`src/design/lprd_pkg.sv`:
```
// ----------------------------------------------------------------------------
// lprd_pkg: shared definitions for the length-prefixed record deframer
// Header layout offsets and the packed widths of the result stream.
// ----------------------------------------------------------------------------
package lprd_pkg;

    // Header geometry: 16 bytes, little-endian fields.
    localparam int unsigned HDR_BYTES    = 16;
    localparam int unsigned HDR_POS_W    = $clog2(HDR_BYTES);
    localparam int unsigned OFS_LENGTH   = 2;
    localparam int unsigned OFS_X        = 4;
    localparam int unsigned OFS_Y        = 8;
    localparam int unsigned OFS_Z        = 12;

    // Field widths of one result.
    localparam int unsigned REQ_W   = 16;
    localparam int unsigned LEN_W   = 16;
    localparam int unsigned WORD_W  = 32;
    localparam int unsigned BYTE_W  = 8;
    localparam int unsigned IDX_W   = 16;

    // Result tdata: request, length, x, y, z, payload byte, payload index.
    localparam int unsigned OUT_TDATA_W =
        REQ_W + LEN_W + 3 * WORD_W + BYTE_W + IDX_W;

    typedef logic [HDR_POS_W-1:0] t_hdr_pos;

    // One result as held in the output register.
    typedef struct packed {
        logic [IDX_W-1:0]  payload_index;
        logic [BYTE_W-1:0] payload_byte;
        logic [WORD_W-1:0] z_bits;
        logic [WORD_W-1:0] y_bits;
        logic [WORD_W-1:0] x_bits;
        logic [LEN_W-1:0]  payload_length;
        logic [REQ_W-1:0]  request_code;
    } t_result_data;

endpackage

```
`src/design/length_prefixed_record_deframer.sv`:
```
// ----------------------------------------------------------------------------
// length_prefixed_record_deframer: byte-stream record splitter
// A result appears on the master side in the cycle after the byte that
// causes it is accepted. Throughput: one byte per cycle while the sink is ready,
// set by the single output register with ready passed back combinationally from the sink.
// Reset (synchronous, active low) returns the block to header collection
// with all header fields and counters cleared.
// ----------------------------------------------------------------------------
module length_prefixed_record_deframer (
    input  logic                                i_clk,
    input  logic                                i_rst_n,
    // Slave side: raw byte stream.
    input  logic                                s_axis_tvalid,
    output logic                                s_axis_tready,
    input  logic [7:0]                          s_axis_tdata,   // [7:0] data_byte
    // Master side: one result per payload byte or per empty record.
    output logic                                m_axis_tvalid,
    input  logic                                m_axis_tready,
    // [15:0] request_code, [31:16] payload_length, [63:32] x_bits,
    // [95:64] y_bits, [127:96] z_bits, [135:128] payload_byte,
    // [151:136] payload_index
    output logic [lprd_pkg::OUT_TDATA_W-1:0]    m_axis_tdata,
    output logic                                m_axis_tuser,   // [0] byte_valid
    output logic                                m_axis_tlast    // last
);

    import lprd_pkg::*;

    // Parsing state.
    logic              r_in_payload, n_in_payload;
    t_hdr_pos          r_hdr_pos,    n_hdr_pos;
    logic [IDX_W-1:0]  r_pay_cnt,    n_pay_cnt;
    logic [REQ_W-1:0]  r_request,    n_request;
    logic [LEN_W-1:0]  r_length,     n_length;
    logic [WORD_W-1:0] r_x,          n_x;
    logic [WORD_W-1:0] r_y,          n_y;
    logic [WORD_W-1:0] r_z,          n_z;

    // Output register.
    logic              r_out_valid,  n_out_valid;
    t_result_data      r_out_data,   n_out_data;
    logic              r_out_user,   n_out_user;
    logic              r_out_last,   n_out_last;

    logic              in_accept;
    logic              emit;
    logic              emit_valid;
    logic              emit_last;
    logic [BYTE_W-1:0] emit_byte;
    logic [IDX_W-1:0]  emit_idx;
    logic [IDX_W:0]    idx_plus_one;

    // The output register can take a new request when empty or being drained.
    assign s_axis_tready = !r_out_valid || m_axis_tready;
    assign in_accept     = s_axis_tvalid && s_axis_tready;
    assign idx_plus_one  = {1'b0, r_pay_cnt} + 1'b1;

    // Header capture and payload counting.
    always_comb begin
        n_in_payload = r_in_payload;
        n_hdr_pos    = r_hdr_pos;
        n_pay_cnt    = r_pay_cnt;
        n_request    = r_request;
        n_length     = r_length;
        n_x          = r_x;
        n_y          = r_y;
        n_z          = r_z;
        emit         = 1'b0;
        emit_valid   = 1'b0;
        emit_last    = 1'b0;
        emit_byte    = '0;
        emit_idx     = '0;
        if (in_accept) begin
            if (!r_in_payload) begin
                // Place the byte into its header field, little-endian.
                if (r_hdr_pos < t_hdr_pos'(OFS_LENGTH)) begin
                    n_request[r_hdr_pos[0]*8 +: 8] = s_axis_tdata;
                end else if (r_hdr_pos < t_hdr_pos'(OFS_X)) begin
                    n_length[r_hdr_pos[0]*8 +: 8] = s_axis_tdata;
                end else if (r_hdr_pos < t_hdr_pos'(OFS_Y)) begin
                    n_x[r_hdr_pos[1:0]*8 +: 8] = s_axis_tdata;
                end else if (r_hdr_pos < t_hdr_pos'(OFS_Z)) begin
                    n_y[r_hdr_pos[1:0]*8 +: 8] = s_axis_tdata;
                end else begin
                    n_z[r_hdr_pos[1:0]*8 +: 8] = s_axis_tdata;
                end
                if (r_hdr_pos != t_hdr_pos'(HDR_BYTES - 1)) begin
                    n_hdr_pos = r_hdr_pos + 1'b1;
                end else begin
                    // Header complete: an empty record reports at once.
                    n_hdr_pos = '0;
                    n_pay_cnt = '0;
                    if (n_length == '0) begin
                        emit      = 1'b1;
                        emit_last = 1'b1;
                    end else begin
                        n_in_payload = 1'b1;
                    end
                end
            end else begin
                // Payload byte: forward with its index.
                emit       = 1'b1;
                emit_valid = 1'b1;
                emit_byte  = s_axis_tdata;
                emit_idx   = r_pay_cnt;
                emit_last  = (idx_plus_one >= {1'b0, r_length});
                if (emit_last) begin
                    n_in_payload = 1'b0;
                    n_pay_cnt    = '0;
                    n_hdr_pos    = '0;
                end else begin
                    n_pay_cnt = idx_plus_one[IDX_W-1:0];
                end
            end
        end
    end

    // Output register loading.
    always_comb begin
        n_out_valid = r_out_valid;
        n_out_data  = r_out_data;
        n_out_user  = r_out_user;
        n_out_last  = r_out_last;
        if (m_axis_tready) begin
            n_out_valid = 1'b0;
        end
        if (emit) begin
            n_out_valid                = 1'b1;
            n_out_data.request_code    = n_request;
            n_out_data.payload_length  = n_length;
            n_out_data.x_bits          = n_x;
            n_out_data.y_bits          = n_y;
            n_out_data.z_bits          = n_z;
            n_out_data.payload_byte    = emit_byte;
            n_out_data.payload_index   = emit_idx;
            n_out_user                 = emit_valid;
            n_out_last                 = emit_last;
        end
    end

    // Control state with reset.
    always_ff @(posedge i_clk) begin
        if (!i_rst_n) begin
            r_in_payload <= 1'b0;
            r_hdr_pos    <= '0;
            r_pay_cnt    <= '0;
            r_request    <= '0;
            r_length     <= '0;
            r_x          <= '0;
            r_y          <= '0;
            r_z          <= '0;
            r_out_valid  <= 1'b0;
        end else begin
            r_in_payload <= n_in_payload;
            r_hdr_pos    <= n_hdr_pos;
            r_pay_cnt    <= n_pay_cnt;
            r_request    <= n_request;
            r_length     <= n_length;
            r_x          <= n_x;
            r_y          <= n_y;
            r_z          <= n_z;
            r_out_valid  <= n_out_valid;
        end
    end

    // Result payload needs no reset.
    always_ff @(posedge i_clk) begin
        r_out_data <= n_out_data;
        r_out_user <= n_out_user;
        r_out_last <= n_out_last;
    end

    assign m_axis_tvalid = r_out_valid;
    assign m_axis_tdata  = r_out_data;
    assign m_axis_tuser  = r_out_user;
    assign m_axis_tlast  = r_out_last;

endmodule

```
`config.mk`:
```
export PLATFORM = sky130hd
export DESIGN_NAME = length_prefixed_record_deframer
export DESIGN_NICKNAME = d
export VERILOG_FILES = /design/src/design/lprd_pkg.sv /design/src/design/length_prefixed_record_deframer.sv
export SDC_FILE = /design/constraint.sdc
export NUM_CORES = 1
export LEC_CHECK = 0
export ABC_AREA = 1
export ABC_CLOCK_PERIOD_IN_PS = 8100
export BUFFER_PORTS_ARGS = -buffer_cell sky130_fd_sc_hd__buf_2
export CORE_AREA = 2 2 188 144
export CTS_CLUSTER_DIAMETER = 30
export DETAILED_ROUTE_END_ITERATION = 7
export DIE_AREA = 0 0 190 146
export GPL_TIMING_DRIVEN = 0
export PLACE_DENSITY = 0.81
export REMOVE_ABC_BUFFERS = 1
export SETUP_SLACK_MARGIN = 0.3
export SLEW_MARGIN = 30
export SYNTH_ARGS = -nofsm -noshare
export SYNTH_HDL_FRONTEND = slang
export SYNTH_SLANG_ARGS = --single-unit
```
`constraint.sdc`:
```
create_clock -name i_clk -period 8.1 [get_ports i_clk]
set_clock_uncertainty 0.1 [all_clocks]
set_input_delay 1.215 -clock i_clk [delete_from_list [all_inputs] [get_ports i_clk]]
set_output_delay 1.215 -clock i_clk [all_outputs]
set_load 0.02 [all_outputs]
```
## Word level (Yosys, flattened, before mapping)

Cells that the tools add are included.

| storage, ports and cells | value |
|---|---|
| output and inout port bits | 156 |
| bits in writable memories | 0 |
| memory bits (read-only) | 0 |
| memories | 0 |
| logic and storage cells | 91 |
| input port bits | 12 |
| register bits after elaboration | 304 |
| bits in latches | 0 |

| operators by class | value |
|---|---|
| reductions and logical operators | 8 |
| muxes and demuxes | 49 |
| add/sub/neg operators | 4 |
| magnitude comparators | 5 |
| multipliers | 0 |
| bitwise logic cells | 0 |
| eq/ne operators | 3 |
| shifts and indexed selects | 4 |
| div/mod/pow operators | 0 |

Operators by type and width:

| cell | count |
|---|---|
| $mux W32 | 17 |
| $mux W16 | 12 |
| $bwmux W32 | 3 |
| $neg A4 Y34 | 1 |
| $neg A5 Y34 | 1 |
| $shift A8 B34 Y16 const A | 1 |
| $shift A8 B34 Y32 const A | 1 |
| $shiftx A8 B34 Y16 | 1 |
| $shiftx A8 B34 Y32 | 1 |
| $bwmux W16 | 2 |
| $add A16 B1 Y17 const B | 1 |
| $ge A17 B16 Y1 | 1 |
| $logic_not A16 Y1 | 1 |
| $mux W1 | 12 |
| $mux W4 | 3 |
| $lt A4 B4 Y1 const B | 2 |
| $reduce_and A2 Y1 | 3 |
| $add A4 B1 Y4 const B | 1 |
| $lt A4 B2 Y1 const B | 1 |
| $lt A4 B3 Y1 const B | 1 |
| $ne A4 B4 Y1 const B | 1 |
| $ne A2 B1 Y1 const B | 1 |
| $ne A2 B2 Y1 const B | 1 |
| $reduce_bool A2 Y1 | 1 |
| other kinds (3) | 3 |

## Longest topological paths before layout

Gate-level depths: netlist of run 1.

| depth | value |
|---|---|
| word-level depth | 13 |
| depth in mapped cells | 20 |
| mapped depth without buffers | 20 |

## Least setup slack after synthesis of run 1

No wires, ideal clock.

| timing path | value |
|---|---|
| kind | input-to-reg |
| start point | input port s_axis_tdata[4] |
| end point | register r_out_data, in the netlist m_axis_tdata[0], enable pin |
| data required time | 7521 ps |
| cell stages on the path | 5 |
| setup slack | 3144 ps |
| setup time | 479 ps |
| buffers on the path | 0 |
| data arrival time | 4377 ps |
| cell sequence | o21ai_0 nand4_1 nor2_2 nand2_2 a21oi_4 |

| between the ends | value |
|---|---|
| cells in the longest elaborated chain, start to end | 11 |

Ends and longest elaborated chain:

| what | line | RTL |
|---|---|---|
| from (decl) | length_prefixed_record_deframer.sv:15 | `input logic [7:0] s_axis_tdata,` |
| $shiftx A8 B34 Y16 | length_prefixed_record_deframer.sv:79 | `n_length[r_hdr_pos[0]*8 +: 8] = s_axis_tdata;` |
| $bwmux W16 | length_prefixed_record_deframer.sv:79 |  |
| $mux W16 | length_prefixed_record_deframer.sv:78 | `end else if (r_hdr_pos < t_hdr_pos'(OFS_X)) begin` |
| $mux W16 | length_prefixed_record_deframer.sv:76 | `if (r_hdr_pos < t_hdr_pos'(OFS_LENGTH)) begin` |
| $mux W16 | length_prefixed_record_deframer.sv:74 | `if (!r_in_payload) begin` |
| $mux W16 | length_prefixed_record_deframer.sv:73 | `if (in_accept) begin` |
| $logic_not A16 Y1 | length_prefixed_record_deframer.sv:93 | `if (n_length == '0) begin` |
| $mux W1 | length_prefixed_record_deframer.sv:93 |  |
| $mux W1 | length_prefixed_record_deframer.sv:87 | `if (r_hdr_pos != t_hdr_pos'(HDR_BYTES - 1)) begin` |
| $mux W1 | length_prefixed_record_deframer.sv:74 |  |
| $mux W1 | length_prefixed_record_deframer.sv:73 |  |
| net emit | length_prefixed_record_deframer.sv:46 | `logic emit;` |
| to (signal assigned) | length_prefixed_record_deframer.sv:168 | `r_out_data <= n_out_data;` |
| to (decl) | length_prefixed_record_deframer.sv:41 | `t_result_data r_out_data, n_out_data;` |

The timed path passes the listed nets, and every way through them passes these cells. The select of a mux whose other input is x is not followed.
A chain may end at the register's enable or synchronous reset.

## Final worst setup path of run 1

| timing path | value |
|---|---|
| start point | register r_pay_cnt[2] |
| end point | register r_pay_cnt[9] |

| between the ends | value |
|---|---|
| cells in the longest elaborated chain, start to end | 4 |

Ends and longest elaborated chain:

| what | line | RTL |
|---|---|---|
| from (decl) | length_prefixed_record_deframer.sv:32 | `logic [IDX_W-1:0] r_pay_cnt, n_pay_cnt;` |
| from (signal assigned) | length_prefixed_record_deframer.sv:156 | `r_pay_cnt <= n_pay_cnt;` |
| $add A16 B1 Y17 (*) | length_prefixed_record_deframer.sv:56 | `assign idx_plus_one = {1'b0, r_pay_cnt} + 1'b1;` |
| $ge A17 B16 Y1 | length_prefixed_record_deframer.sv:106 | `emit_last = (idx_plus_one >= {1'b0, r_length});` |
| $mux W16 (*) | length_prefixed_record_deframer.sv:107 | `if (emit_last) begin` |
| $mux W16 (*) | length_prefixed_record_deframer.sv:74 |  |

Mark *: on every way between the ends. The rest lies on a longest branch, timed or not.

==> summary.md, run 1 <==
| Metric | Value |
|---|---|
| Dpl hpwl | `20.2 mm` |
| Fin worst setup slack | `4.62 ns` |
| Synth cell types | `40` |
| #FFs+latches synth | `304` |
| Total grt overflow | `0` |
| Core ar. | `25700 µm²` |
| Crit path max fanout | `16` |
| Crit path DAT | `3.85 ns` |
| Clk_lat worst skew | `0.54 ns` |
| DRT iter0 DRCs | `676` |
| Remaining DRCs | `0` |
| Vias in the first global route | `roughly 9k` |
| Synth async-reset ratio | `0%` |
| Max Clock Freq | `287 MHz` |
| Total power | `approximately 4 mW` |
| Tmin final | `around 3.5 ns` |
| RSZ-0062 raised after global routing | `no` |
| Resized cells post-CTS | `0` |
| Via Count | `between 9k and 10k` |
| Synth top area share | `a little over a third` |
| Setup_tns | `0 ns` |
| Dpl ws | `4.40 ns` |
| Ys Warns | `0` |
| Crit share post-route | `43.0%` |
| Multi-input logic area | `approximately 3700 µm²` |
| Most used flip-flop cell after synthesis | `edfxtp_1` |
| Cell mode on critical path | `nand2_1` |
| Max_cap viols | `0` |
| Slew HR | `39.5%` |
| FP Rows | `51` |
| DRT Pass-1 Iters | `5` |
| Worst hold-check path type | `register to register` |
| Pleak | `around 6.7 nW` |
| Post-route ant nets | `0` |
| Max Slew Vio Count | `0` |
| Area of the die | `27700 µm²` |
| Pwr dens | `249 nW/µm²` |
| Cell taking the most area after synthesis | `edfxtp_1` |
| Number of clock sinks | `304` |
| CP bufs+invs | `0` |
| Routed WL per cell | `15.3 µm` |
| Clock Tree Buf Depth | `3` |
| Register area share after synthesis | `60.0%` |
| Layout cells sized above 1 | `22.0%` |
| CP top delay family | `simple AND/OR/NAND/NOR gates` |
| CTS Hold Bufs | `0` |
| Final Routed Wirelength | `29.5 mm` |
| CTS tree | `yes` |
| Area Growth Syn to Fin | `23.1%` |
| Number of I/O port buffers | `between 150 and 200` |
| Clock-pin slew on the worst setup and hold paths | `0.05 ns` |
| Slew @ Worst Pin | `between 0.9 and 1 ns` |
| Area contributors post-synth | `edfxtp_1 36%, dfxtp_1 24%, inv_1 8.0%, nand2_1 6.6%, nor2_1 4.7%` |
| Avg Cell Area, Syn | `9.33 µm²` |
| Reg area | `around 7600 µm²` |
| Critical-path top delay cell | `nor2_2` |
| Largest net degree at the start of global routing | `73` |
| Final setup fails | `0` |
| Worst EP required | `8.47 ns` |
| Num CTS Buffers | `about 50` |
| Final Hold Fails | `0` |
| Layout net count | `~1.6k` |
| Die Span Y | `146 µm` |
| Status | `finished clean` |
| Startpoint class of the critical path | `register` |
| Mapped cell area | `12700 µm²` |
| DR vias/cell | `4.91` |
| First-pass GRT wire length | `46.7 mm` |
| Die X | `190 µm` |
| Filler Cell Count | `2112` |
| Cell Chain, Critical Path | `nand3_1 > nor3_1 > nand2_1 > nor3_1 > nand2_1 > xor2_1 > ha_1 > nand2_1 > nor2_1 > nand2_1 > nor2_1 > a21oi_1 > nand3_1 > nor2_2 > nand3_1 > a21oi_1` |
| CTS H-tree lvls | `2` |
| Setup Crit Path Kind | `register to register` |
| CP max stage delay | `between 0.5 and 0.6 ns` |
| Commonest non-fill, non-tap cell in the layout | `inv_1` |
| Post-Synthesis Cells | `1363` |
| IR drop worst, VDD | `0.173 mV` |
| Initial core utilization | `49.5%` |
| Initial antenna violation count | `0` |
| Most frequent cells in the layout | `271 x inv_1, 223 x nand2_1, 167 x buf_2` |
| Antenna Cells | `0` |
| Total global-route track usage | `21.3%` |
| Number of synthesized flops with an enable pin | `154` |
| Critical path capture point type | `register` |
| Post-CTS Setup Bufs | `0` |
| Root buffer cell | `clkbuf_16` |
| # IOs | `168` |
| GP Congestion | `0.831` |
## final timing paths
kind | from | to | slack, ns | cells past startpoint
setup / recovery | r_pay_cnt[2] | r_pay_cnt[9] | 4.62 | 16
hold / removal | r_y[5] | r_y[5] | 0.38 | 2
setup reg to reg | r_pay_cnt[2] | r_pay_cnt[9] | 4.62 | 16
hold reg to reg | r_y[5] | r_y[5] | 0.38 | 2
## per-stage QoR
stage / area [µm²] / utilization (%) / cells / hold slack, ns
after global routing: 15700 / 60.9 / 1928 / 0.404
final: 15700 / 60.9 / 1928 / 0.382
after CTS: 15700 / 60.9 / 1928 / 0.381
after detailed placement: 14000 / 54.3 / 1837 / 0.364
after global placement: 13700 / 53.4 / 1827 / 0.360
after floorplan: 12500 / - / 1316 / 0.353
## power by group
group          internal, mW  switching, mW  total [mW]  leakage (nW)
Combinational        0.0412          0.117       0.158          3.20
Sequential             1.62        0.00857        1.63          2.69
Clock                  1.36          0.748        2.11         0.814
## routing by layer
layer | vias to the layer above | GRT usage (%) | share of wire [%]
met5 | - | 0 | 0
li1 | 4659 | - | -
met1 | 4447 | 29.9 | 47
met2 | 306 | 32.7 | 44
met3 | 54 | 4.97 | 6.8
met4 | 0 | 6.51 | 2.0
## Yosys cell counts, types with 2 or more instances
cell      instances
inv_1           271
nand2_1         223
nor2_1          158
edfxtp_1        154
dfxtp_1         150
o21ai_1          52
a21oi_1          51
o21ai_0          38
nand3_1          33
o21ai_2          28
ha_1             23
clkbuf_1         22
inv_2            17
nor3_1           16
a211oi_1         15
or2_2            15
xor2_1           12
and2_1           11
buf_2            10
buf_4             7
buf_6             7
nand4_1           7
a211oi_2          6
nor2_4            6
nor2_2            5
o21a_1            4
nand2_2           3
nand2_4           3
clkinv_1          2
nand3b_1          2
nor2_8            2
or2_1             2
## logic make-up (layout without fill, tap and decap cells)
group                    count (synthesis)  after routing  share of synthesized area [%]
AO/OA/AOI/OAI                          196            196                           9.37
XOR/XNOR                                12             12                          0.826
AND/OR/NAND/NOR                        490            490                           16.9
buffers and inverters                  338            559                           10.7
adder cells (fa/ha/maj)                 23             23                           2.26
flip-flops                             304            304                           60.0
## worst reg2reg max path, stage by stage (launching register included)
cell and delay, ns:
dfxtp_1 0.42, nand3_1 0.15, nor3_1 0.20, nand2_1 0.14, nor3_1 0.29, nand2_1 0.11
xor2_1 0.31, ha_1 0.31, nand2_1 0.07, nor2_1 0.04, nand2_1 0.06, nor2_1 0.04
a21oi_1 0.17, nand3_1 0.14, nor2_2 0.52, nand3_1 0.18, a21oi_1 0.17
## registers in the layout, indices dropped and copies added (netlist names)
register and cells:
r_request 16, m_axis_tvalid 1, m_axis_tlast 1, m_axis_tdata 152, r_y 32, r_x 32
r_hdr_pos 4, r_pay_cnt 16, r_in_payload 1, r_length 16, r_z 32, m_axis_tuser 1
## final cells by class
cell class,instances,area share (%)
repair buffers,177,6.78
multi-input cells,721,23.9
clock inverters,33,2.75
clock buffers,58,8.11
well taps,344,2.75
inverters,291,7.04
flip-flops and latches,304,48.7
Note: power is estimated with default switching activity, not from simulation.
==> inputs of run 2 (changes only) <==
--- a/config.mk
+++ b/config.mk
@@ -6,14 +6,14 @@
 export NUM_CORES = 1
 export LEC_CHECK = 0
 export ABC_AREA = 1
-export ABC_CLOCK_PERIOD_IN_PS = 8100
+export ABC_CLOCK_PERIOD_IN_PS = 3000
 export BUFFER_PORTS_ARGS = -buffer_cell sky130_fd_sc_hd__buf_2
 export CORE_AREA = 2 2 188 144
 export CTS_CLUSTER_DIAMETER = 30
 export DETAILED_ROUTE_END_ITERATION = 7
 export DIE_AREA = 0 0 190 146
 export GPL_TIMING_DRIVEN = 0
-export PLACE_DENSITY = 0.81
+export PLACE_DENSITY = 0.83
 export REMOVE_ABC_BUFFERS = 1
 export SETUP_SLACK_MARGIN = 0.3
 export SLEW_MARGIN = 30
==> constraint.sdc (replaced) <==
create_clock -name i_clk -period 3 [get_ports i_clk]
set_clock_uncertainty 0.1 [all_clocks]
set_input_delay 0.45 -clock i_clk [delete_from_list [all_inputs] [get_ports i_clk]]
set_output_delay 0.45 -clock i_clk [all_outputs]
set_load 0.02 [all_outputs]
==> summary.md, run 2 (synthesized netlist as in run 1, its figures left out) <==
| Metric | Value |
|---|---|
| IR drop worst, VDD | `approximately 0.45 mV` |
| Final Routed Wirelength | `about 33 mm` |
| Pwr dens | `621 nW/µm²` |
| Layout net count | `1618` |
| Worst hold-check path type | `input port to register` |
| Final Hold Fails | `0` |
| Crit share post-route | `107%` |
| Hold depth | `6` |
| CP max stage delay | `0.38 ns` |
| Reg area | `7660 µm²` |
| Final instance area | `16500 µm²` |
| Failing checks | `negative setup slack` |
| Max Clock Freq | `312 MHz` |
| Multi-input logic area | `around 4200 µm²` |
| Slew @ Worst Pin | `0.936 ns` |
| Routed WL per cell | `16.7 µm` |
| Internal reg-to-reg setup slack | `-0.20 ns` |
| Num CTS Buffers | `between 40 and 50` |
| Fin worst setup slack | `-0.204 ns` |
| Post-DP Area | `~14000 µm²` |
| Startpoint class of the critical path | `register` |
| Total power | `10.2 mW` |
| Status | `finished, violations left` |
| Filler Cell Count | `1877` |
| Initial core utilization | `about half` |
| Slew HR | `37.6%` |
| CTS Hold Bufs | `0` |
| Clk_lat worst skew | `0.55 ns` |
| Seq pwr share | `43.0%` |
| Pint | `7.64 mW` |
| Crit path max fanout | `8` |
| Worst EP required | `3.37 ns` |
| Max reg flops | `152` |
| Post-layout util | `about 64%` |
| CTS tree | `yes` |
| CP top delay family | `simple AND/OR/NAND/NOR gates` |
| Total grt overflow | `0` |
| Tmin final | `approximately 3.2 ns` |
| Root buffer cell | `clkbuf_16` |
| Final setup fails | `21` |
| Largest net degree at the start of global routing | `76` |
| DRT iter0 DRCs | `835` |
| Area of the die | `27700 µm²` |
| CTS H-tree lvls | `2` |
| Layout cells sized above 1 | `29.4%` |
| Pleak | `approximately 7.0 nW` |
| Die X | `190 µm` |
| CP Depth | `19` |
| Clock Power Share | `51.6%` |
| Dpl hpwl | `20.2 mm` |
| Via Count | `9967` |
| RSZ-0062 raised after global routing | `yes` |
| RR Startpoint | `r_pay_cnt[0]` |
| Hold path startpoint | `m_axis_tready` |
| Clock Tree Buf Depth | `3` |
| Number of clock sinks | `304` |
| GP Congestion | `0.861` |
| CP bufs+invs | `2` |
| Die Span Y | `146 µm` |
| Crit path DAT | `3.58 ns` |
| Max Slew Vio Count | `0` |
| Sw frac | `25.2%` |
| DRT Pass-1 Iters | `5` |
| Combinational power share | `about 5.4%` |
| First-pass GRT wire length | `between 40 and 50 mm` |
| Vias in the first global route | `9406` |
| Core ar. | `~26000 µm²` |
| Max_cap viols | `0` |
| Area Growth Syn to Fin | `29.3%` |
| Worst Setup SP | `r_pay_cnt[0]` |
| Clock-pin slew on the worst setup and hold paths | `0.06 ns` |
| Remaining DRCs | `0` |
| DR vias/cell | `5.07` |
| Most frequent cells in the layout | `264 x inv_1, 216 x nand2_1, 167 x buf_2` |
| Cells on worst reg2reg path | `19` |
| Cell Chain, Critical Path | `ha_4 > nand3_4 > nor3_4 > nand2_1 > nor2_1 > nand3_1 > xor2_1 > inv_2 > ha_4 > a21oi_2 > nor3_2 > nor3_1 > nand2_1 > nand2_2 > nand3_2 > nor2_4 > buf_12 > nand2_2 > a21oi_2` |
| Total global-route track usage | `22.3%` |
| Critical path capture point type | `register` |
| # IOs | `168` |
| Critical-path top delay cell | `dfxtp_4` |
| Initial antenna violation count | `0` |
| FP Rows | `between 50 and 60` |
| Commonest non-fill, non-tap cell in the layout | `inv_1` |
| Number of I/O port buffers | `167` |
| Post-route ant nets | `0` |
| Psw | `2.58 mW` |
| Setup Crit Path Kind | `register to register` |
| Antenna Cells | `0` |
run 2: changes by cell type in the layout (fill, tap and decap cells not counted), moves of 8 or more:
cell,change
buf_4,+34
a21oi_2,+15
nand3_1,-16
o21ai_0,-8
o21ai_2,+10
dfxtp_1,-9
nand3_4,+12
a21oi_1,-15
run 2: path summary, 6_finish.rpt:
path | endpoint
worst max-delay path | r_pay_cnt[0]
worst min-delay path | m_axis_tvalid
worst max register to register | r_pay_cnt[0]
worst min register to register | r_y[7]
run 2: worst min-delay path: stages:
cell and delay [ns]:
buf_2 0.10, inv_2 0.06, nand2_4 0.05, inv_1 0.05, o21ai_1 0.06, inv_1 0.05
run 2: cell type report:
type,instances,area share (%)
multi-input combinational,723,25.7
clock inverter,38,2.43
timing repair buffer,217,8.90
tap,344,2.62
clock buffer,47,7.02
sequential,304,46.5
inverter,291,6.75
run 2: power by group through the flow:
stage / clock network, mW / logic (mW) / registers, mW
floorplan: 0 / 0.288 / 4.48
global placement: 0 / 0.409 / 4.49
detailed placement: 0 / 0.426 / 4.49
CTS: 5.33 / 0.491 / 4.39
global route: 5.52 / 0.598 / 4.39
finish: 5.28 / 0.552 / 4.39
run 2: stage by stage:
stage,cells,setup TNS [ns],hold WS [ns],worst slack [ns]
after floorplan,1316,-248.41,0.353,-1.59
after global placement,1827,-503.52,0.361,-3.15
after detailed placement,1836,-54.31,0.367,-0.588
after CTS,1943,0,0.205,0.0747
after global routing,1964,-6.03,0.233,-0.338
final,1964,-3.22,0.220,-0.204
run 2: repair_timing:
action	4_1_cts	5_1_grt
pin swaps	20	38
gates resized for setup	71	64
buffers inserted	19	20
endpoints found under the setup margin	310	120
gates cloned	3	1
endpoints found under the hold margin	0	0
run 2: routing by layer:
layer	track usage, %	part of all wire [%]
met2	33.6	44
met4	7.87	3.1
met5	0	0
met3	5.35	9.1
met1	31.6	44
